==> src/rtl/kcc_pkg.sv <==
package kcc_pkg;

  localparam int CATEGORIES            = 3;
  localparam int KEYWORDS_PER_CATEGORY = 5;
  localparam int KEYWORD_BYTES         = 8;
  localparam int LINE_BYTES            = 255;

  localparam int SLOT_COUNT   = CATEGORIES * KEYWORDS_PER_CATEGORY;
  localparam int LEN_W        = $clog2(KEYWORD_BYTES + 1);
  localparam int LINE_COUNT_W = $clog2(LINE_BYTES + 1);
  localparam int SCORE_W      = 16;
  localparam int HIT_COUNT_W  = $clog2(KEYWORDS_PER_CATEGORY + 1);

  typedef enum logic [2:0] {
    KIND_TEXT    = 3'd0,
    KIND_EOL     = 3'd1,
    KIND_EOT     = 3'd2,
    KIND_KW_BYTE = 3'd3,
    KIND_KW_LEN  = 3'd4
  } kind_t;

  typedef logic [7:0] byte_t;
  typedef byte_t [KEYWORD_BYTES-1:0] window_t;
  typedef logic [LEN_W-1:0] kw_len_t;
  typedef logic [LINE_COUNT_W-1:0] line_count_t;
  typedef logic [SCORE_W-1:0] score_t;
  typedef score_t [CATEGORIES-1:0] score_row_t;

  // window cell control
  typedef struct packed {
    logic shift;
    logic clear;
  } win_ctl_t;

  // keyword table write, broadcast to all slot cells
  typedef struct packed {
    logic    byte_en;
    logic    len_en;
    logic [2:0] pos;
    byte_t   value;
    kw_len_t len;
  } kw_wr_t;

  // per-byte match control, broadcast to all slot cells
  typedef struct packed {
    logic        take;
    logic        clear;
    line_count_t count;
  } slot_ctl_t;

  typedef struct packed {
    logic close;
    logic finish;
  } score_ctl_t;

endpackage

==> src/rtl/kcc_score.sv <==
module kcc_score (
  input  logic                                clk,
  input  logic                                rst,
  input  kcc_pkg::score_ctl_t                 ctl,
  input  logic [kcc_pkg::SLOT_COUNT-1:0]      hits,
  output kcc_pkg::score_row_t                 scores_sum,
  output logic                                seen_sum
);

  kcc_pkg::score_row_t scores;
  logic seen;
  logic [kcc_pkg::HIT_COUNT_W-1:0] cnt [kcc_pkg::CATEGORIES];
  logic [kcc_pkg::SCORE_W:0]       wide [kcc_pkg::CATEGORIES];

  always_comb begin
    for (int c = 0; c < kcc_pkg::CATEGORIES; c++) begin
      cnt[c] = '0;
      for (int k = 0; k < kcc_pkg::KEYWORDS_PER_CATEGORY; k++) begin
        cnt[c] = cnt[c] + kcc_pkg::HIT_COUNT_W'(hits[c*kcc_pkg::KEYWORDS_PER_CATEGORY + k]);
      end
      wide[c] = {1'b0, scores[c]} + (kcc_pkg::SCORE_W + 1)'(cnt[c]);
      if (!ctl.close) begin
        scores_sum[c] = scores[c];
      end else if (wide[c][kcc_pkg::SCORE_W]) begin
        scores_sum[c] = '1;
      end else begin
        scores_sum[c] = wide[c][kcc_pkg::SCORE_W-1:0];
      end
    end
  end

  assign seen_sum = seen | ctl.close;

  always_ff @(posedge clk) begin
    if (rst || ctl.finish) begin
      scores <= '0;
      seen   <= 1'b0;
    end else begin
      scores <= scores_sum;
      seen   <= seen_sum;
    end
  end

endmodule

==> config.mk <==
export PLATFORM = sky130hd
export DESIGN_NAME = kcc_score
export DESIGN_NICKNAME = d
export VERILOG_FILES = /design/src/rtl/kcc_pkg.sv /design/src/rtl/kcc_score.sv
export SDC_FILE = /design/constraint.sdc
export NUM_CORES = 1
export LEC_CHECK = 0
export ABC_AREA = 1
export ABC_CLOCK_PERIOD_IN_PS = 11000
export BUFFER_PORTS_ARGS = -buffer_cell sky130_fd_sc_hd__buf_2
export CAP_MARGIN = 0
export CORE_AREA = 5 5 72 140
export DETAILED_ROUTE_END_ITERATION = 8
export DIE_AREA = 0 0 77 145
export GPL_TIMING_DRIVEN = 0
export HOLD_SLACK_MARGIN = 0.02
export REMOVE_ABC_BUFFERS = 1
export SETUP_SLACK_MARGIN = 0.4
export SYNTH_ARGS = -nofsm -noshare
export SYNTH_HDL_FRONTEND = slang
export SYNTH_SLANG_ARGS = --single-unit
==> constraint.sdc <==
create_clock -name clk -period 11 [get_ports clk]
set_clock_uncertainty 0.2 [all_clocks]
set_input_delay 2.75 -clock clk [delete_from_list [all_inputs] [get_ports clk]]
set_output_delay 2.75 -clock clk [all_outputs]
set_load 0.02 [all_outputs]
==> flow_summary.yaml <==
die:
  ios: 68
  core_area_sq_um: 8890
  fp-row-count: 49
  initial_core_util: 0.391
  die_height_um: 145
  dieArea_sq_um: 11200
  fp.dieW_um: 77
layout:
  syn_to_final_growth_pct: 15.9
  drive_gt1_frac: 0.208
  nets: 620
  n_fill_cell: 947
  antennaDiodeCount: 0
  final_util: 0.454
  final_area_sq_um: 4030
synthesis:
  synth.avg_cell_area_sq_um: 6.76
  ys.warnings.count: 0
  synth_seq_area_share: 0.282
  synth_top_area_share: 0.282
  ys_top_cells_by_area: "dfxtp_1 28%, nand2_1 14%, inv_1 9.8%, nand3_1 5.8%, nor2_1 5.5%"
  syn-cell-area_sq_um: 3480
  yosysMostFrequentCell: "nand2_1"
  ys_seq_elements: 49
  synth-edff-count: 0
  synth_commonest_cells: "133 x nand2_1, 91 x inv_1, 51 x nor2_1"
  synth_flop_cell: "dfxtp_1"
  synth_cells: 515
  synth_cell_types: 35
  ys_async_sr_fraction: 0
  synth_top_area_cell: "dfxtp_1"
clock_tree:
  postCtsHoldBufs: 0
  cts_resized: 0
  cts-buffers-inserted: 5
  cts_buffer_depth: 2
  clockRootBuffer: "clkbuf_16"
  htree_levels: 2
  clk_pin_slew_ns: 0.06
  clk_latency_ns: 0.29
  cts_tree: "done"
  cts_setup_buffers: 0
  clock_sinks: 49
global_route:
  grt_first_pass_wirelength_um: 14600
  track_usage: 0.158
  grt_overflow: 0
  grt_max_degree: 28
  grt_pass1_vias: 3228
  antenna_found_initial: 0
worst_setup_path:
  critical_path.startpoint: "hits[10]"
  worstSetupPathType: "in2out"
  r2r_cells: 13
  r2r_slack_ns: 8.24
  end_kind: "primary output"
  critPathLaunchType: "input port"
  r2r-end: "scores[41]$_SDFF_PP0_"
  r2r-start: "scores[32]$_SDFF_PP0_"
  cp.required_ns: 8.05
  cp.arrival_ns: 5.59
  crit_fanout: 16
detailed_routing:
  drc: 0
  via_per_inst: 4.86
  drtIter0Drc: 83
  dr.max_layer_used: "met4"
  num_vias: 3320
  drt_pass1_iterations: 4
  drt-met1-wl_um: 3360
  antenna_left: 0
  wirelength_um: 8750
  routed-wl-met3_um: 350
  avgRoutedWirePerCell_um: 12.8
  met2RoutedLength_um: 4830
placed_design:
  gp_congestion: 0.821
  hpwlAfterDp_um: 7040
  dpl-instance-area_sq_um: 3880
  numPortBuffers: 67
sta:
  post-route-period-util: 0.776
  grt_setup_unrepaired: "no"
  worst_pin_slew_ns: 0.965
  setup_viol: 0
  slew_headroom: 0.353
  max_freq_ghz: 0.117
  min_period_ns: 8.54
  hold_viol_final: 0
  slew_viol_final: 0
  fin_tns_setup_ns: 0
hold_path:
  hp-start: "seen$_SDFF_PP0_"
  hold_class: "reg2reg"
  hold_depth: 2
  min_to: "seen$_SDFF_PP0_"
run:
  drv_cap: 0
power_and_ir_drop:
  p_leak_nw: 2.17
  p_per_area_nw_per_um2: 105
  vdd_drop_max_uv: 83.2
  finalPower_uw: 423
status:
  status: "complete, no violations"
==> area by class of cell <==
cell class,instances,area [sq um],share of cell area
Clock buffer,7,153,0.0378
Multi-Input combinational cell,363,2070,0.513
Clock inverter,1,5.00,0.00124
Sequential cell,49,981,0.243
Timing Repair Buffer,68,350,0.0868
Inverter,93,349,0.0865
Tap cell,102,128,0.0316
==> registers in the layout, summed over array words and instances (netlist names) <==
register / count
scores: 48
seen: 1
==> cell families after synthesis <==
logic type,synth area share
XOR/XNOR,0.0176
adder cells (fa/ha/maj),0.0949
flip-flops,0.282
AND/OR/NAND/NOR,0.408
buffers and inverters,0.124
AO/OA/AOI/OAI,0.0726
==> worst max path at each step <==
stage,slack [ns],endpoint,cells past startpoint
detailed placement,2.46,scores_sum[45],14
floorplan,2.93,scores_sum[43],12
global placement,2.45,scores_sum[39],14
finish,2.46,scores_sum[41],14
global route,2.27,scores_sum[43],14
CTS,2.43,scores_sum[45],14
==> metal layers <==
metal / global-route usage / vias up
li1: - / 1741
met4: 0.0671 / 0
met1: 0.159 / 1502
met2: 0.306 / 63
met3: 0.0261 / 14
met5: 0 / -
==> critical path, cell delays in order <==
cell     delay [ns]
buf_2          0.11
fa_1           0.54
inv_1          0.05
fa_1           0.47
inv_1          0.04
ha_1           0.20
fa_1           0.40
nand2_1        0.10
nand2_1        0.09
nand3_2        0.16
nor2_4         0.07
nand2_2        0.26
nand3_1        0.16
buf_2          0.19
==> stage by stage <==
step,setup slack (ns),hold WS [ns],instances
after global placement,2.45,0.248,674
after global routing,2.27,0.315,683
final,2.46,0.258,683
after floorplan,2.93,0.236,505
after detailed placement,2.46,0.251,675
after CTS,2.43,0.261,683
==> power breakdown <==
part | switching (mW) | leakage [nW] | total [mW] | internal, mW
clock | 0.0683 | 0.0799 | 0.165 | 0.0965
combinational | 0.0477 | 1.70 | 0.0766 | 0.0289
sequential | 0.00146 | 0.396 | 0.181 | 0.180
==> cell usage in the layout, fill, tap and decap left out, types with 7 or more instances in the layout <==
| master | n |
|---|---|
| a21oi_1 | 9 |
| buf_2 | 67 |
| dfxtp_1 | 49 |
| fa_1 | 9 |
| ha_1 | 12 |
| inv_1 | 91 |
| nand2_1 | 133 |
| nand2_2 | 10 |
| nand3_1 | 40 |
| nand3b_1 | 10 |
| nand4_1 | 11 |
| nor2_1 | 50 |
| o21ai_0 | 18 |
| xor2_1 | 7 |
No activity file was read; power rests on OpenSTA's default activity.
