### src/rtl/kcc_pkg.sv
package kcc_pkg;

  localparam int CATEGORIES            = 3;
  localparam int KEYWORDS_PER_CATEGORY = 5;
  localparam int KEYWORD_BYTES         = 8;
  localparam int LINE_BYTES            = 255;

  localparam int SLOT_COUNT   = CATEGORIES * KEYWORDS_PER_CATEGORY;
  localparam int LEN_W        = $clog2(KEYWORD_BYTES + 1);
  localparam int LINE_COUNT_W = $clog2(LINE_BYTES + 1);
  localparam int SCORE_W      = 16;
  localparam int HIT_COUNT_W  = $clog2(KEYWORDS_PER_CATEGORY + 1);

  typedef enum logic [2:0] {
    KIND_TEXT    = 3'd0,
    KIND_EOL     = 3'd1,
    KIND_EOT     = 3'd2,
    KIND_KW_BYTE = 3'd3,
    KIND_KW_LEN  = 3'd4
  } kind_t;

  typedef logic [7:0] byte_t;
  typedef byte_t [KEYWORD_BYTES-1:0] window_t;
  typedef logic [LEN_W-1:0] kw_len_t;
  typedef logic [LINE_COUNT_W-1:0] line_count_t;
  typedef logic [SCORE_W-1:0] score_t;
  typedef score_t [CATEGORIES-1:0] score_row_t;

  // window cell control
  typedef struct packed {
    logic shift;
    logic clear;
  } win_ctl_t;

  // keyword table write, broadcast to all slot cells
  typedef struct packed {
    logic    byte_en;
    logic    len_en;
    logic [2:0] pos;
    byte_t   value;
    kw_len_t len;
  } kw_wr_t;

  // per-byte match control, broadcast to all slot cells
  typedef struct packed {
    logic        take;
    logic        clear;
    line_count_t count;
  } slot_ctl_t;

  typedef struct packed {
    logic close;
    logic finish;
  } score_ctl_t;

endpackage

### src/rtl/kcc_slot_cell.sv
module kcc_slot_cell (
  input  logic               clk,
  input  logic               rst,
  input  logic               sel,
  input  kcc_pkg::kw_wr_t    wr,
  input  kcc_pkg::slot_ctl_t ctl,
  input  kcc_pkg::window_t   window,
  output logic               hit
);

  localparam int LEN_DEPTH = 2 ** kcc_pkg::LEN_W;

  kcc_pkg::byte_t  kw [kcc_pkg::KEYWORD_BYTES];
  kcc_pkg::kw_len_t len;
  logic            hit_q;
  logic [LEN_DEPTH-1:0] match_len;
  logic            ok;
  logic            hit_now;

  // keyword bytes hold no reset; length resets to unused
  always_ff @(posedge clk) begin
    for (int p = 0; p < kcc_pkg::KEYWORD_BYTES; p++) begin
      if (sel && wr.byte_en && 32'(wr.pos) == p) begin
        kw[p] <= wr.value;
      end
    end
  end

  always_ff @(posedge clk) begin
    if (rst) begin
      len <= '0;
    end else if (sel && wr.len_en) begin
      len <= wr.len;
    end
  end

  // match for every candidate length, newest byte at window[0]
  always_comb begin
    match_len = '0;
    for (int l = 1; l <= kcc_pkg::KEYWORD_BYTES; l++) begin
      ok = 1'b1;
      for (int p = 0; p < l; p++) begin
        ok = ok & (kw[p] == window[l-1-p]);
      end
      match_len[l] = ok;
    end
  end

  assign hit_now = ctl.take && (len != '0) && (32'(ctl.count) >= 32'(len)) && match_len[len];
  assign hit     = hit_q | hit_now;

  always_ff @(posedge clk) begin
    if (rst || ctl.clear) begin
      hit_q <= 1'b0;
    end else if (hit_now) begin
      hit_q <= 1'b1;
    end
  end

endmodule

### config.mk
export PLATFORM = sky130hd
export DESIGN_NAME = kcc_slot_cell
export DESIGN_NICKNAME = d
export VERILOG_FILES = /design/src/rtl/kcc_pkg.sv /design/src/rtl/kcc_slot_cell.sv
export SDC_FILE = /design/constraint.sdc
export NUM_CORES = 1
export LEC_CHECK = 0
export BUFFER_PORTS_ARGS = -buffer_cell sky130_fd_sc_hd__buf_2
export CORE_MARGIN = 2
export CORE_UTILIZATION = 53
export CTS_BUF_LIST = sky130_fd_sc_hd__clkbuf_16
export CTS_CLUSTER_DIAMETER = 40
export CTS_CLUSTER_SIZE = 24
export DETAILED_ROUTE_END_ITERATION = 8
export PLACE_DENSITY = 0.78
export SLEW_MARGIN = 20
export SYNTH_ARGS = -nofsm -noshare
export SYNTH_HDL_FRONTEND = slang
export SYNTH_SLANG_ARGS = --single-unit
export TNS_END_PERCENT = 10
### constraint.sdc
create_clock -name clk -period 2.4 [get_ports clk]
set_input_delay 0.48 -clock clk [delete_from_list [all_inputs] [get_ports clk]]
set_output_delay 0.48 -clock clk [all_outputs]
set_load 0.02 [all_outputs]
==> results by group <==
Status
  – Outcome: complete, but fails checks
  – Failing checks: negative setup slack

CTS
  – CTS Sinks: 69
  – Reg clk slew, reported paths: 0.06 ns
  – Total CTS buffers: 9
  – H-tree depth: 3
  – CTS tree: done
  – Clk_lat worst skew: 0.35 ns
  – Max clock buf depth: 2
  – Root buffer cell: clkbuf_16

Drt
  – DR vias/cell: 5.98
  – Routed wire length: 26.3 mm
  – Drt pass-1 iters: 5
  – # DRC: 0
  – Wirelength per Cell: 26.5 um
  – Detailed Route Iter0 Violations: 578
  – ANT nets after route: 0
  – Vias: 5936

Placement
  – Input/output buffers: 94
  – Cell total after placement: 953
  – GP Congestion: 1.09
  – Dpl hpwl: 20.5 mm
  – Placed cell area: 7670 um2

Flow run
  – Max-Cap Viols: 0

Timing
  – Max Slew Vio Count: 0
  – RSZ-0062 raised after global routing: true
  – Worst Skew: 0.00907 ns
  – Slew headroom: 64.6%
  – Final hold violations: 0
  – Slew @ Worst Pin: 0.526 ns
  – Post-layout min period: 3.11 ns
  – WHS: 0.329 ns
  – Fmax: 0.321 GHz
  – Setup-failing EPs final: 2
  – Final period utilization: 130%
  – Final Worst Setup Slack: -0.711 ns

Synthesis
  – Synth Warn #: 0
  – Ys flop type: edfxtp_1
  – Register area share after synthesis: 33.9%
  – Register bit total from synthesis: 69
  – Syn Nets: 696
  – Async S/R FF share, synth: 0%
  – Yosys cell types: 40
  – Mapped Area: 5960 um2
  – Number of flops mapped to enable cells by yosys: 64
  – Mean Syn Cell Area: 9.97 um2
  – Syn Inst Count: 598

Floorplanning
  – Horiz. Die Dim: 110 um
  – Row count: 38
  – Area of the core: 10900 um2
  – Initial Util: 54.8%
  – IO Pins: 95
  – Die area: 12100 um2
  – Die Ht: 110 um

Global routing
  – Congestion Overflow GR: 0
  – Vias in the first global route: 6033
  – Initial antenna violation count: 1
  – GRT Total Usage: 46.1%
  – Wire length of the first global-routing pass: 38.2 mm
  – Pin count of the biggest net entering global routing: 13

Worst hold path
  – Hold Path Class: in -> reg

Worst setup path
  – Required @ worst endpoint: 1.92 ns
  – R2R Setup Slk: -0.06 ns
  – Worst setup SP type: flop
  – Max stage delay on crit path: 0.53 ns
  – Most used cell, CP: nand4_1
  – Maximum fanout along the worst path: 4
  – Crit end category: output port
  – Critical Path, Cell by Cell: xnor2_1 > nand4_1 > nor4_2 > nand4_1 > nor4_1 > or3_1 > nor2b_4 > buf_6
  – Critical path arrival: 2.63 ns
  – Crit path launch: kw[0][20]
  – Slowest cell on the critical path: edfxtp_1
  – Cell depth of the worst flop-to-flop path: 10
  – Critical path class: reg -> out
  – RR Startpoint: kw[0][4]
  – Reg-to-reg endpoint: hit_q
  – Worst setup endpoint: hit

Finish
  – N_diodes: 0
  – Post-Route Utilization: 76.0%
  – Area growth syn-to-layout: 38.8%
  – Final cell count without fillers: 992
  – Final Cell Area: 8280 um2
  – Commonest non-fill, non-tap cell in the layout: buf_4
  – Fin nets: 945
  – Share of layout cells above drive strength 1: 40.3%
  – Most frequent cells in the layout: 209 x buf_4, 170 x xor2_1, 97 x xnor2_1

Pwr
  – VDD IR-drop max: 0.536 mV
  – LEAKAGE: 3.48 nW
  – PwrDens: 433 nW/um2
  – Pwr Total: 3.58 mW
-- per-stage QoR --
stage / setup slack, ns / TNS [ns]
2_1_floorplan: 0.0534 / 0
3_3_place_gp: -0.609 / -0.715
5_1_grt: -0.774 / -0.942
4_1_cts: -0.636 / -0.636
3_5_place_dp: -0.601 / -0.709
6_report: -0.711 / -0.771
-- Yosys cell counts, types with 3 or more instances --
cell type,instances,area share (%)
nand4_1,34,3.6
dfxtp_1,5,1.7
xor2_1,170,25
edfxtp_1,64,32
xnor2_1,102,15
nand3_1,12,1.0
o21ai_0,3,0.25
clkbuf_1,17,1.1
nand2_1,9,0.57
nor3_1,12,1.0
buf_2,33,2.8
nor2_1,12,0.76
nor4_1,47,4.9
a21oi_1,5,0.42
o22ai_1,6,0.63
inv_1,19,1.2
a22o_1,3,0.44
buf_4,14,1.8
ha_1,4,0.84
-- critical path: cells and delay by family, from the launching register on --
family                 cells  cell delay, ns
XOR/XNOR                   1            0.21
buffers and inverters      1            0.12
flip-flops                 1            0.53
AND/OR/NAND/NOR            6            1.41
-- how the worst min path moves through the flow --
| stage | startpoint | endpoint | slack [ns] | cells past startpoint |
|---|---|---|---|---|
| floorplan | len[3] | len[3] | 0.46 | 2 |
| global placement | len[3] | len[3] | 0.58 | 3 |
| detailed placement | len[3] | len[3] | 0.59 | 3 |
| CTS | ctl[8] | hit_q | 0.30 | 2 |
| global route | ctl[8] | hit_q | 0.33 | 2 |
| finish | ctl[8] | hit_q | 0.33 | 2 |
-- kinds of logic (layout without fill, tap and decap cells) --
logic type / count (synthesis) / after routing / synth area share (%)
xor+xnor: 273 / 273 / 40.2
simple gates: 138 / 138 / 14.0
buf+inv: 88 / 342 / 7.58
flops: 69 / 69 / 33.9
compound gates: 26 / 26 / 3.46
fa+ha+maj: 4 / 4 / 0.839
-- layout make-up --
type | instances | area [um2]
Clock inverter | 7 | 66.3
Multi-Input combinational cell | 441 | 3620
Clock buffer | 9 | 225
Inverter | 20 | 75.1
Fill cell | 749 | 2610
Timing Repair Buffer | 306 | 2090
Tap cell | 140 | 175
Sequential cell | 69 | 2020
-- sequential cells by signal, indices dropped and copies added, names as in the netlist --
register / flops
kw: 64
len: 4
hit_q: 1
-- where the power goes --
part           switching, mW  total, mW  internal (mW)
combinational          0.483      0.880          0.397
clock                  0.534       1.33          0.798
sequential            0.0284       1.37           1.34
total                   1.05       3.58           2.54
-- metal layers --
layer  GRT usage [%]  vias up  wire length [um]  share of wire (%)
met2            69.6      490             11300                 43
met4            29.9        0              2040                7.7
met3            14.5      127              3200                 12
met5               0        -                 0                  0
li1                -     2540                 -                  -
met1            56.6     2779              9740                 37
-- repair_timing --
item / CTS / global route
resized for setup: 11 / 10
setup buffers: 23 / 0
endpoints found under the setup margin: 2 / 2
hold buffers: 0 / 0
pin swaps: 9 / 6
No activity file was read; power rests on OpenSTA's default activity.
