File: src/rtl/kcc_pkg.sv
package kcc_pkg;

  localparam int CATEGORIES            = 3;
  localparam int KEYWORDS_PER_CATEGORY = 5;
  localparam int KEYWORD_BYTES         = 8;
  localparam int LINE_BYTES            = 255;

  localparam int SLOT_COUNT   = CATEGORIES * KEYWORDS_PER_CATEGORY;
  localparam int LEN_W        = $clog2(KEYWORD_BYTES + 1);
  localparam int LINE_COUNT_W = $clog2(LINE_BYTES + 1);
  localparam int SCORE_W      = 16;
  localparam int HIT_COUNT_W  = $clog2(KEYWORDS_PER_CATEGORY + 1);

  typedef enum logic [2:0] {
    KIND_TEXT    = 3'd0,
    KIND_EOL     = 3'd1,
    KIND_EOT     = 3'd2,
    KIND_KW_BYTE = 3'd3,
    KIND_KW_LEN  = 3'd4
  } kind_t;

  typedef logic [7:0] byte_t;
  typedef byte_t [KEYWORD_BYTES-1:0] window_t;
  typedef logic [LEN_W-1:0] kw_len_t;
  typedef logic [LINE_COUNT_W-1:0] line_count_t;
  typedef logic [SCORE_W-1:0] score_t;
  typedef score_t [CATEGORIES-1:0] score_row_t;

  // window cell control
  typedef struct packed {
    logic shift;
    logic clear;
  } win_ctl_t;

  // keyword table write, broadcast to all slot cells
  typedef struct packed {
    logic    byte_en;
    logic    len_en;
    logic [2:0] pos;
    byte_t   value;
    kw_len_t len;
  } kw_wr_t;

  // per-byte match control, broadcast to all slot cells
  typedef struct packed {
    logic        take;
    logic        clear;
    line_count_t count;
  } slot_ctl_t;

  typedef struct packed {
    logic close;
    logic finish;
  } score_ctl_t;

endpackage

File: src/rtl/kcc_win_cell.sv
module kcc_win_cell (
  input  logic              clk,
  input  logic              rst,
  input  kcc_pkg::win_ctl_t ctl,
  input  kcc_pkg::byte_t    prev,
  output kcc_pkg::byte_t    data
);

  always_ff @(posedge clk) begin
    if (rst || ctl.clear) begin
      data <= '0;
    end else if (ctl.shift) begin
      data <= prev;
    end
  end

endmodule

File: config.mk
export PLATFORM = sky130hd
export DESIGN_NAME = kcc_win_cell
export DESIGN_NICKNAME = d
export VERILOG_FILES = /design/src/rtl/kcc_pkg.sv /design/src/rtl/kcc_win_cell.sv
export SDC_FILE = /design/constraint.sdc
export NUM_CORES = 1
export LEC_CHECK = 0
export BUFFER_PORTS_ARGS = -buffer_cell sky130_fd_sc_hd__buf_2
export CAP_MARGIN = 20
export CORE_AREA = 8 8 45 47
export CTS_CLUSTER_SIZE = 14
export DETAILED_ROUTE_END_ITERATION = 8
export DIE_AREA = 0 0 53 55
export HOLD_SLACK_MARGIN = 0.06
export MAX_ROUTING_LAYER = met4
export SYNTH_ARGS = -nofsm -noshare
export SYNTH_HDL_FRONTEND = slang
export SYNTH_SLANG_ARGS = --single-unit
export TNS_END_PERCENT = 10
File: constraint.sdc
create_clock -name clk -period 1.45 [get_ports clk]
set_input_delay 0.29 -clock clk [delete_from_list [all_inputs] [get_ports clk]]
set_output_delay 0.29 -clock clk [all_outputs]
set_load 0.05 [all_outputs]
==> results of run 1 <==
==> logic make-up after synthesis <==
group                  share of synthesized area, %
multiplexers                                   27.1
AND/OR/NAND/NOR                                12.3
flip-flops                                     54.2
buffers and inverters                          6.36
==> power breakdown <==
group	leakage [nW]	internal, mW	switching, mW
Clock	0.0138	0.0945	0.0731
Sequential	0.0652	0.227	0.00302
Combinational	0.145	0.0267	0.0449
==> area by class of cell <==
cell class                      instances  area, sq um
Fill cell                             164          970
Sequential cell                         8          160
Multi-Input combinational cell         17          116
Timing Repair Buffer                   19         95.1
Clock buffer                            3         22.5
Tap cell                               16         20.0
==> layer usage <==
layer / GRT usage (%) / wire length, um
met5: - / 0
met4: 1.29 / 0
met3: 6.15 / 99
met2: 6.45 / 281
met1: 5.80 / 305
==> path summary, 6_finish.rpt <==
check | slack, ns | to
max | 0.32 | data[0]
min | 0.27 | data[1]
max reg2reg | 0.85 | data[5]
min reg2reg | 0.48 | data[4]
==> Yosys cell counts <==
cell type	count
nor2_1	8
buf_4	1
dfxtp_1	8
or2_1	1
mux2i_1	8
buf_6	1
==> metrics by stage <==
step	setup slack (ns)	area [sq um]	utilization (%)	instances	total power, mW
2_1_floorplan	0.558	295	-	27	0.288
3_5_place_dp	0.522	392	28.3	60	0.307
4_1_cts	0.306	414	29.9	63	0.480
6_report	0.321	414	29.9	63	0.470
3_3_place_gp	0.533	392	28.3	60	0.307
5_1_grt	0.269	414	29.9	63	0.500
==> impl_metrics.env, run 1 <==
export IMPL_outcome="complete, no violations"
export IMPL_wl_per_cell_um=10.9
export IMPL_yosysUniqueCellTypes=6
export IMPL_worstSkewPairLatency_ns=0.25
export IMPL_synth_seq_cells=8
export IMPL_rows=14
export IMPL_clk_path_buf_depth=2
export IMPL_cp_required_ns=1.16
export IMPL_synthTopCellsByArea="dfxtp_1 54%, mux2i_1 27%, nor2_1 10%, buf_6 3.8%, buf_4 2.5%"
export IMPL_synth_top_area_share_pct=54.2
export IMPL_path_class="reg2out"
export IMPL_cp_depth=1
export IMPL_largest_register="data"
export IMPL_synth_cells=27
export IMPL_top_level_ports=20
export IMPL_crit_fanout=2
export IMPL_p_per_area_nw_per_um2=1130
export IMPL_worstPathCellList="buf_2"
export IMPL_numClockSinks=8
export IMPL_drive_above_1_share_pct=46.8
export IMPL_via_per_inst=3.87
export IMPL_layout_commonest_cell="buf_2"
export IMPL_antenna_found_initial=0
export IMPL_rr_startpoint="data[5]"
export IMPL_setup_tns_final_ns=0
export IMPL_numPortBuffers=19
export IMPL_fmax_mhz=886
export IMPL_place_congestion=0.631
export IMPL_slew_headroom_pct=81.7
export IMPL_crit_path_end_kind="output port"
export IMPL_drt_first_pass_iters=2
export IMPL_clkSlewWorstSetupHoldPaths_ns=0.05
export IMPL_reg_top3="data (8)"
export IMPL_drc=0
export IMPL_ant_nets=0
export IMPL_fin_nets=61
export IMPL_period_needed_ns=1.13
export IMPL_slowest_stage="dfxtp_1"
export IMPL_rsz0062_at_grt="false"
export IMPL_hold_path_startpoint="prev[1]"
export IMPL_ir_worst_vdd_mv=0.582
export IMPL_clockRootBuffer="clkbuf_4"
export IMPL_antennaDiodeCount=0
export IMPL_synth_nets=39
export IMPL_cts_hold_buffers_added=0
export IMPL_initial_utilization_pct=21.3
export IMPL_start_kind="register"
export IMPL_cts_resized=0
export IMPL_fp_dieH_um=55
export IMPL_yosysSeqAreaShare_pct=54.2
export IMPL_grt_usage_pct=5.47
export IMPL_setup_viol=0
export IMPL_p_leak_nw=0.224
export IMPL_fin_crit_sh_pct=77.9
export IMPL_synth_area_sq_um=295
export IMPL_grt_overflow_total=0
export IMPL_grt_pass1_wl_mm=1.06
export IMPL_die_w_um=53
export IMPL_yosys_area_top_type="dfxtp_1"
export IMPL_drt_iter0_markers=1
export IMPL_crit_start="data[0]"
export IMPL_critPathBufInv=1
export IMPL_htreeDepth=1
export IMPL_cts_tree="yes"
export IMPL_fin_skew_ns=0
export IMPL_crit_family="flip-flops"
export IMPL_yosysWarningCount=0
export IMPL_whs_path_depth=3
export IMPL_hold_viol_final=0
export IMPL_tightest_slew_ns=0.274
export IMPL_max_cap_violations=0
export IMPL_holdWs_ns=0.273
export IMPL_drv_slew=0
export IMPL_final_cell_mix="19 x buf_2, 8 x mux2i_1, 8 x nor2_1, 8 x dfxtp_1, 3 x clkbuf_4"
export IMPL_core_sq_um=1380
export IMPL_grt_start_max_net_pins=9
export IMPL_vias=244
export IMPL_cts_setup_buffers=0
export IMPL_die_area_sq_um=2920
export IMPL_r2r_cells=2
export IMPL_layout_area_overhead_vs_synth_pct=40.3
export IMPL_max_stage_delay_ns=0.33
export IMPL_cp_data_arrival_time_ns=0.84
export IMPL_synth_avg_cell_area_sq_um=10.9
export IMPL_largest_reg_flops=8
export IMPL_grt_pass1_vias=245
export IMPL_numCtsBuffers=3
export IMPL_routed_wirelength_um=686
export IMPL_hold_path_class="in2reg"
Power figures use the tool's default switching activity.
==> inputs of run 2 (changes only) <==
- ABC_AREA: not set -> 1
- clock period: 1.45 -> 0.95 ns (I/O delays scaled with it)
==> impl_metrics.env, run 2 <==
export IMPL_outcome="complete, no violations"
export IMPL_p_per_area_nw_per_um2=1450
export IMPL_top_level_ports=20
export IMPL_synth_cells=51
export IMPL_drt_iter0_markers=1
export IMPL_critPathBufInv=1
export IMPL_setup_viol=0
export IMPL_final_cell_mix="16 x nor2_1, 14 x nand2_1, 11 x buf_2, 8 x inv_1, 8 x dfxtp_2"
export IMPL_fin_crit_sh_pct=98.9
export IMPL_grt_busiest_layer="met1"
export IMPL_vias=333
export IMPL_hold_path_startpoint="prev[0]"
export IMPL_yosysSeqAreaShare_pct=44.8
export IMPL_whs_path_depth=5
export IMPL_fin_skew_ns=0
export IMPL_max_cap_violations=0
export IMPL_grt_start_max_net_pins=17
export IMPL_ant_nets=0
export IMPL_slew_headroom_pct=81.3
export IMPL_fp_dieH_um=55
export IMPL_fillers=155
export IMPL_layout_area_overhead_vs_synth_pct=54.2
export IMPL_ir_worst_vdd_mv=0.596
export IMPL_grt_overflow_total=0
export IMPL_reg2reg_setup_slack_ns=0.38
export IMPL_numClockSinks=8
export IMPL_clockRootBuffer="clkbuf_4"
export IMPL_wl_per_cell_um=9.44
export IMPL_yosysMostFrequentCell="nor2_1"
export IMPL_r2r_end="data[2]"
export IMPL_use_met3_pct=3.74
export IMPL_routed_wirelength_um=821
export IMPL_htreeDepth=1
export IMPL_drv_slew=0
export IMPL_crit_family="flip-flops"
export IMPL_period_needed_ns=0.940
export IMPL_hold_path_class="in2reg"
export IMPL_cp_data_arrival_time_ns=0.75
export IMPL_tightest_slew_ns=0.280
export IMPL_synth_edf_count=0
export IMPL_crit_path_end_kind="output port"
export IMPL_cts_hold_buffers_added=0
export IMPL_use_met2_pct=6.45
export IMPL_whs_endpoint="data[0]"
export IMPL_p_sw_uw=233
export IMPL_synth_avg_cell_area_sq_um=7.02
export IMPL_drc=0
export IMPL_yosysWarningCount=0
export IMPL_grt_usage_pct=6.15
export IMPL_cp_depth=1
export IMPL_grt_pass1_wl_mm=1.25
export IMPL_synth_seq_cells=8
export IMPL_async_reset_ff_share_pct=0
export IMPL_crit_fanout=2
export IMPL_drive_above_1_share_pct=46.5
export IMPL_clkPwrFrac_pct=33.1
export IMPL_grt_pass1_vias=290
export IMPL_die_area_sq_um=2920
export IMPL_place_ws_ns=0.184
export IMPL_reg_top3="data (8)"
export IMPL_worstPathCellList="buf_8"
export IMPL_start_kind="register"
export IMPL_seq_power_share_pct=45.5
export IMPL_synthTopCellsByCount="16 x nor2_1, 14 x nand2_1, 8 x dfxtp_1, 8 x inv_1"
export IMPL_p_leak_nw=0.299
export IMPL_cp_required_ns=0.76
export IMPL_yosysUniqueCellTypes=7
export IMPL_layout_commonest_cell="nor2_1"
export IMPL_fin_nets=85
export IMPL_initial_utilization_pct=25.9
export IMPL_worstSkewPairLatency_ns=0.25
export IMPL_grt_util_met1_pct=7.66
export IMPL_r2r_cells=2
export IMPL_place_congestion=0.761
export IMPL_layout_setup_ws_ns=0.0101
export IMPL_yosys_area_top_type="dfxtp_1"
export IMPL_clk_path_buf_depth=2
export IMPL_largest_register="data"
export IMPL_drt_first_pass_iters=2
export IMPL_numCtsBuffers=3
export IMPL_intPower_uw=569
export IMPL_rows=14
export IMPL_synth_top_area_share_pct=44.8
export IMPL_cts_tree="yes"
export IMPL_antennaDiodeCount=0
export IMPL_setup_tns_final_ns=0
export IMPL_die_w_um=53
export IMPL_max_stage_delay_ns=0.35
export IMPL_fmax_mhz=1060
export IMPL_multi_input_area_sq_um=145
export IMPL_rr_startpoint="data[2]"
export IMPL_core_sq_um=1380
export IMPL_synth_nets=63
export IMPL_numPortBuffers=19
export IMPL_via_per_inst=3.83
export IMPL_clkSlewWorstSetupHoldPaths_ns=0.06
export IMPL_switching_share_pct=29.1
export IMPL_synth_area_sq_um=358
export IMPL_slowest_stage="dfxtp_2"
export IMPL_synth_main_ff_cell="dfxtp_1"
export IMPL_largest_reg_flops=8
export IMPL_synthTopCellsByArea="dfxtp_1 45%, nor2_1 17%, nand2_1 15%, inv_1 8.4%, buf_6 6.3%"
export IMPL_path_class="reg2out"
export IMPL_rsz0062_at_grt="true"
export IMPL_hold_viol_final=0
export IMPL_place_hpwl_um=597
export IMPL_seqCellArea_sq_um=170
export IMPL_antenna_found_initial=0
export IMPL_combinationalPowerShare_pct=21.4
## run 2: cell count changes in the layout (fill, tap and decap cells not counted), sizes merged
cell	change
inv	+8
nand2	+16
or2	-1
mux2i	-8
nor2	+9
## run 2: what timing repair did
item                                    4_1_cts  5_1_grt
gates cloned                                  0        0
buffers inserted                              0        0
gates resized for setup                      24        5
endpoints found under the hold margin         0        0
endpoints found under the setup margin        8        6
## run 2: power groups by stage
stage | Clock [mW] | Combinational [mW] | Sequential, mW
floorplan | 0 | 0.0594 | 0.414
global placement | 0 | 0.148 | 0.364
detailed placement | 0 | 0.149 | 0.364
CTS | 0.276 | 0.166 | 0.363
global route | 0.297 | 0.186 | 0.366
finish | 0.266 | 0.172 | 0.365
## run 2: how the worst max path moves through the flow
stage,end,startpoint,slack (ns)
floorplan,data[5],data[5],0.09
global placement,data[7],data[7],0.18
detailed placement,data[0],data[0],0.18
CTS,data[1],data[1],0.008
global route,data[2],data[2],-0.02
finish,data[2],data[2],0.01
## run 2: cells by family after synthesis
| family | synth area share, % |
|---|---|
| AND/OR/NAND/NOR | 40.6 |
| flip-flops | 44.8 |
| buffers and inverters | 14.7 |
## run 2: layer usage
metal,share of wire [%],up-vias,routed length [um]
li1,-,185,-
met1,49,133,403
met4,0,0,0
met2,41,15,334
met5,0,-,0
met3,10,0,83
## run 2: area by class of cell
cell class | instances | share of cell area (%)
flip-flops and latches | 8 | 30.8
repair buffers | 19 | 29.7
multi-input cells | 33 | 26.3
inverters | 8 | 5.44
clock buffers | 3 | 4.08
well taps | 16 | 3.63
## run 2: metrics by stage
stage	hold slack [ns]	instance area, sq um	total power, mW	utilization, %	cells
after global placement	0.457	450	0.512	32.5	84
after global routing	0.213	552	0.848	39.9	87
after detailed placement	0.462	450	0.513	32.5	84
after floorplan	0.338	358	0.474	-	51
after CTS	0.210	533	0.805	38.5	87
final	0.223	552	0.802	39.9	87
==> inputs of run 3 (changes only) <==
- ABC_AREA: 1 -> not set
- HOLD_SLACK_MARGIN: 0.06 -> 0.15
- clock period: 0.95 -> 1.1 ns (I/O delays scaled with it)
==> impl_metrics.env, run 3 (synthesized netlist as in run 1, its figures left out) <==
export IMPL_seqCellArea_sq_um=160
export IMPL_max_cap_violations=0
export IMPL_setup_tns_final_ns=0
export IMPL_largest_reg_flops=8
export IMPL_fin_crit_sh_pct=95.8
export IMPL_place_ws_ns=0.242
export IMPL_placedCellCount=60
export IMPL_wl_per_cell_um=10.9
export IMPL_grt_usage_pct=5.47
export IMPL_ant_nets=0
export IMPL_p_leak_nw=0.222
export IMPL_place_congestion=0.631
export IMPL_drt_iter0_markers=1
export IMPL_antennaDiodeCount=0
export IMPL_grt_pass1_vias=245
export IMPL_clkPwrFrac_pct=35.6
export IMPL_p_per_area_nw_per_um2=1460
export IMPL_reg2reg_setup_slack_ns=0.50
export IMPL_cp_data_arrival_time_ns=0.83
export IMPL_vias=244
export IMPL_ir_worst_vdd_mv=0.777
export IMPL_crit_family="flip-flops"
export IMPL_grt_pass1_wl_mm=1.06
export IMPL_hold_path_class="in2reg"
export IMPL_critPathBufInv=1
export IMPL_seq_power_share_pct=48.9
export IMPL_grt_overflow_total=0
export IMPL_worstPathCellList="buf_2"
export IMPL_postLayoutCoreUtil_pct=30.7
export IMPL_grt_start_max_net_pins=9
export IMPL_clockRootBuffer="clkbuf_4"
export IMPL_slew_headroom_pct=81.7
export IMPL_max_stage_delay_ns=0.32
export IMPL_hold_viol_final=0
export IMPL_die_w_um=53
export IMPL_final_cell_mix="15 x buf_2, 8 x mux2i_1, 8 x nor2_1, 8 x dfxtp_1, 7 x clkbuf_4"
export IMPL_core_sq_um=1380
export IMPL_period_needed_ns=1.05
export IMPL_combinationalPowerShare_pct=15.5
export IMPL_drv_slew=0
export IMPL_routed_wirelength_um=684
export IMPL_cts_tree="yes"
export IMPL_numPortBuffers=19
export IMPL_fmax_mhz=949
export IMPL_path_class="reg2out"
export IMPL_layout_setup_ws_ns=0.0465
export IMPL_fin_nets=61
export IMPL_reg_top3="data (8)"
export IMPL_tightest_slew_ns=0.274
export IMPL_layout_area_overhead_vs_synth_pct=43.6
export IMPL_fillers=161
export IMPL_drive_above_1_share_pct=46.8
export IMPL_intPower_uw=462
export IMPL_slowest_stage="dfxtp_1"
export IMPL_setup_viol=0
export IMPL_drt_first_pass_iters=2
export IMPL_via_per_inst=3.87
export IMPL_antenna_found_initial=0
export IMPL_layout_commonest_cell="buf_2"
export IMPL_rsz0062_at_grt="false"
export IMPL_die_area_sq_um=2920
export IMPL_cp_required_ns=0.88
export IMPL_fin_cells=63
export IMPL_start_kind="register"
export IMPL_numClockSinks=8
export IMPL_initial_utilization_pct=21.3
export IMPL_outcome="complete, no violations"
export IMPL_numCtsBuffers=3
export IMPL_rows=14
export IMPL_cts_hold_buffers_added=0
export IMPL_fp_dieH_um=55
export IMPL_htreeDepth=1
export IMPL_top_level_ports=20
export IMPL_cts_setup_buffers=0
export IMPL_fin_skew_ns=0
export IMPL_switching_share_pct=25.7
export IMPL_clkSlewWorstSetupHoldPaths_ns=0.05
export IMPL_drc=0
export IMPL_crit_fanout=2
export IMPL_crit_path_end_kind="output port"
export IMPL_holdWs_ns=0.203
export IMPL_clk_path_buf_depth=2
export IMPL_p_sw_uw=160
export IMPL_largest_register="data"
export IMPL_worstSkewPairLatency_ns=0.25
export IMPL_multi_input_area_sq_um=116
## run 3: worst paths after layout
check                                to    start  cells past startpoint
worst min register to register  data[4]  data[4]                      2
worst max-delay path            data[1]  data[1]                      1
worst min-delay path            data[1]  prev[1]                      3
worst max register to register  data[5]  data[5]                      2
## run 3: power groups by stage
| stage | registers, mW | logic [mW] | clock network (mW) |
|---|---|---|---|
| floorplan | 0.343 | 0.0357 | 0 |
| global placement | 0.310 | 0.0950 | 0 |
| detailed placement | 0.310 | 0.0956 | 0 |
| CTS | 0.304 | 0.0958 | 0.233 |
| global route | 0.305 | 0.103 | 0.253 |
| finish | 0.304 | 0.0965 | 0.221 |
## run 3: layout make-up
cell class	count	area share (%)
Sequential cell	8	37.8
Multi-Input combinational cell	17	27.4
Timing Repair Buffer	19	24.8
Clock buffer	3	5.31
Tap cell	16	4.72
## run 3: what timing repair did
| action | 4_1_cts | 5_1_grt |
|---|---|---|
| endpoints found under the setup margin | 0 | 4 |
| resized for setup | 0 | 4 |
| hold endpoints to repair | 0 | 0 |
## run 3: metrics by stage
step / power [mW] / cell area (sq um)
6_report: 0.621 / 424
5_1_grt: 0.661 / 424
4_1_cts: 0.632 / 414
3_5_place_dp: 0.405 / 392
3_3_place_gp: 0.405 / 392
2_1_floorplan: 0.379 / 295
## run 3: layer usage
| metal | track usage, % | up-vias | wire [um] |
|---|---|---|---|
| li1 | - | 127 | - |
| met1 | 5.80 | 101 | 304 |
| met5 | - | - | 0 |
| met4 | 1.29 | 0 | 0 |
| met2 | 6.45 | 16 | 279 |
| met3 | 6.15 | 0 | 99 |
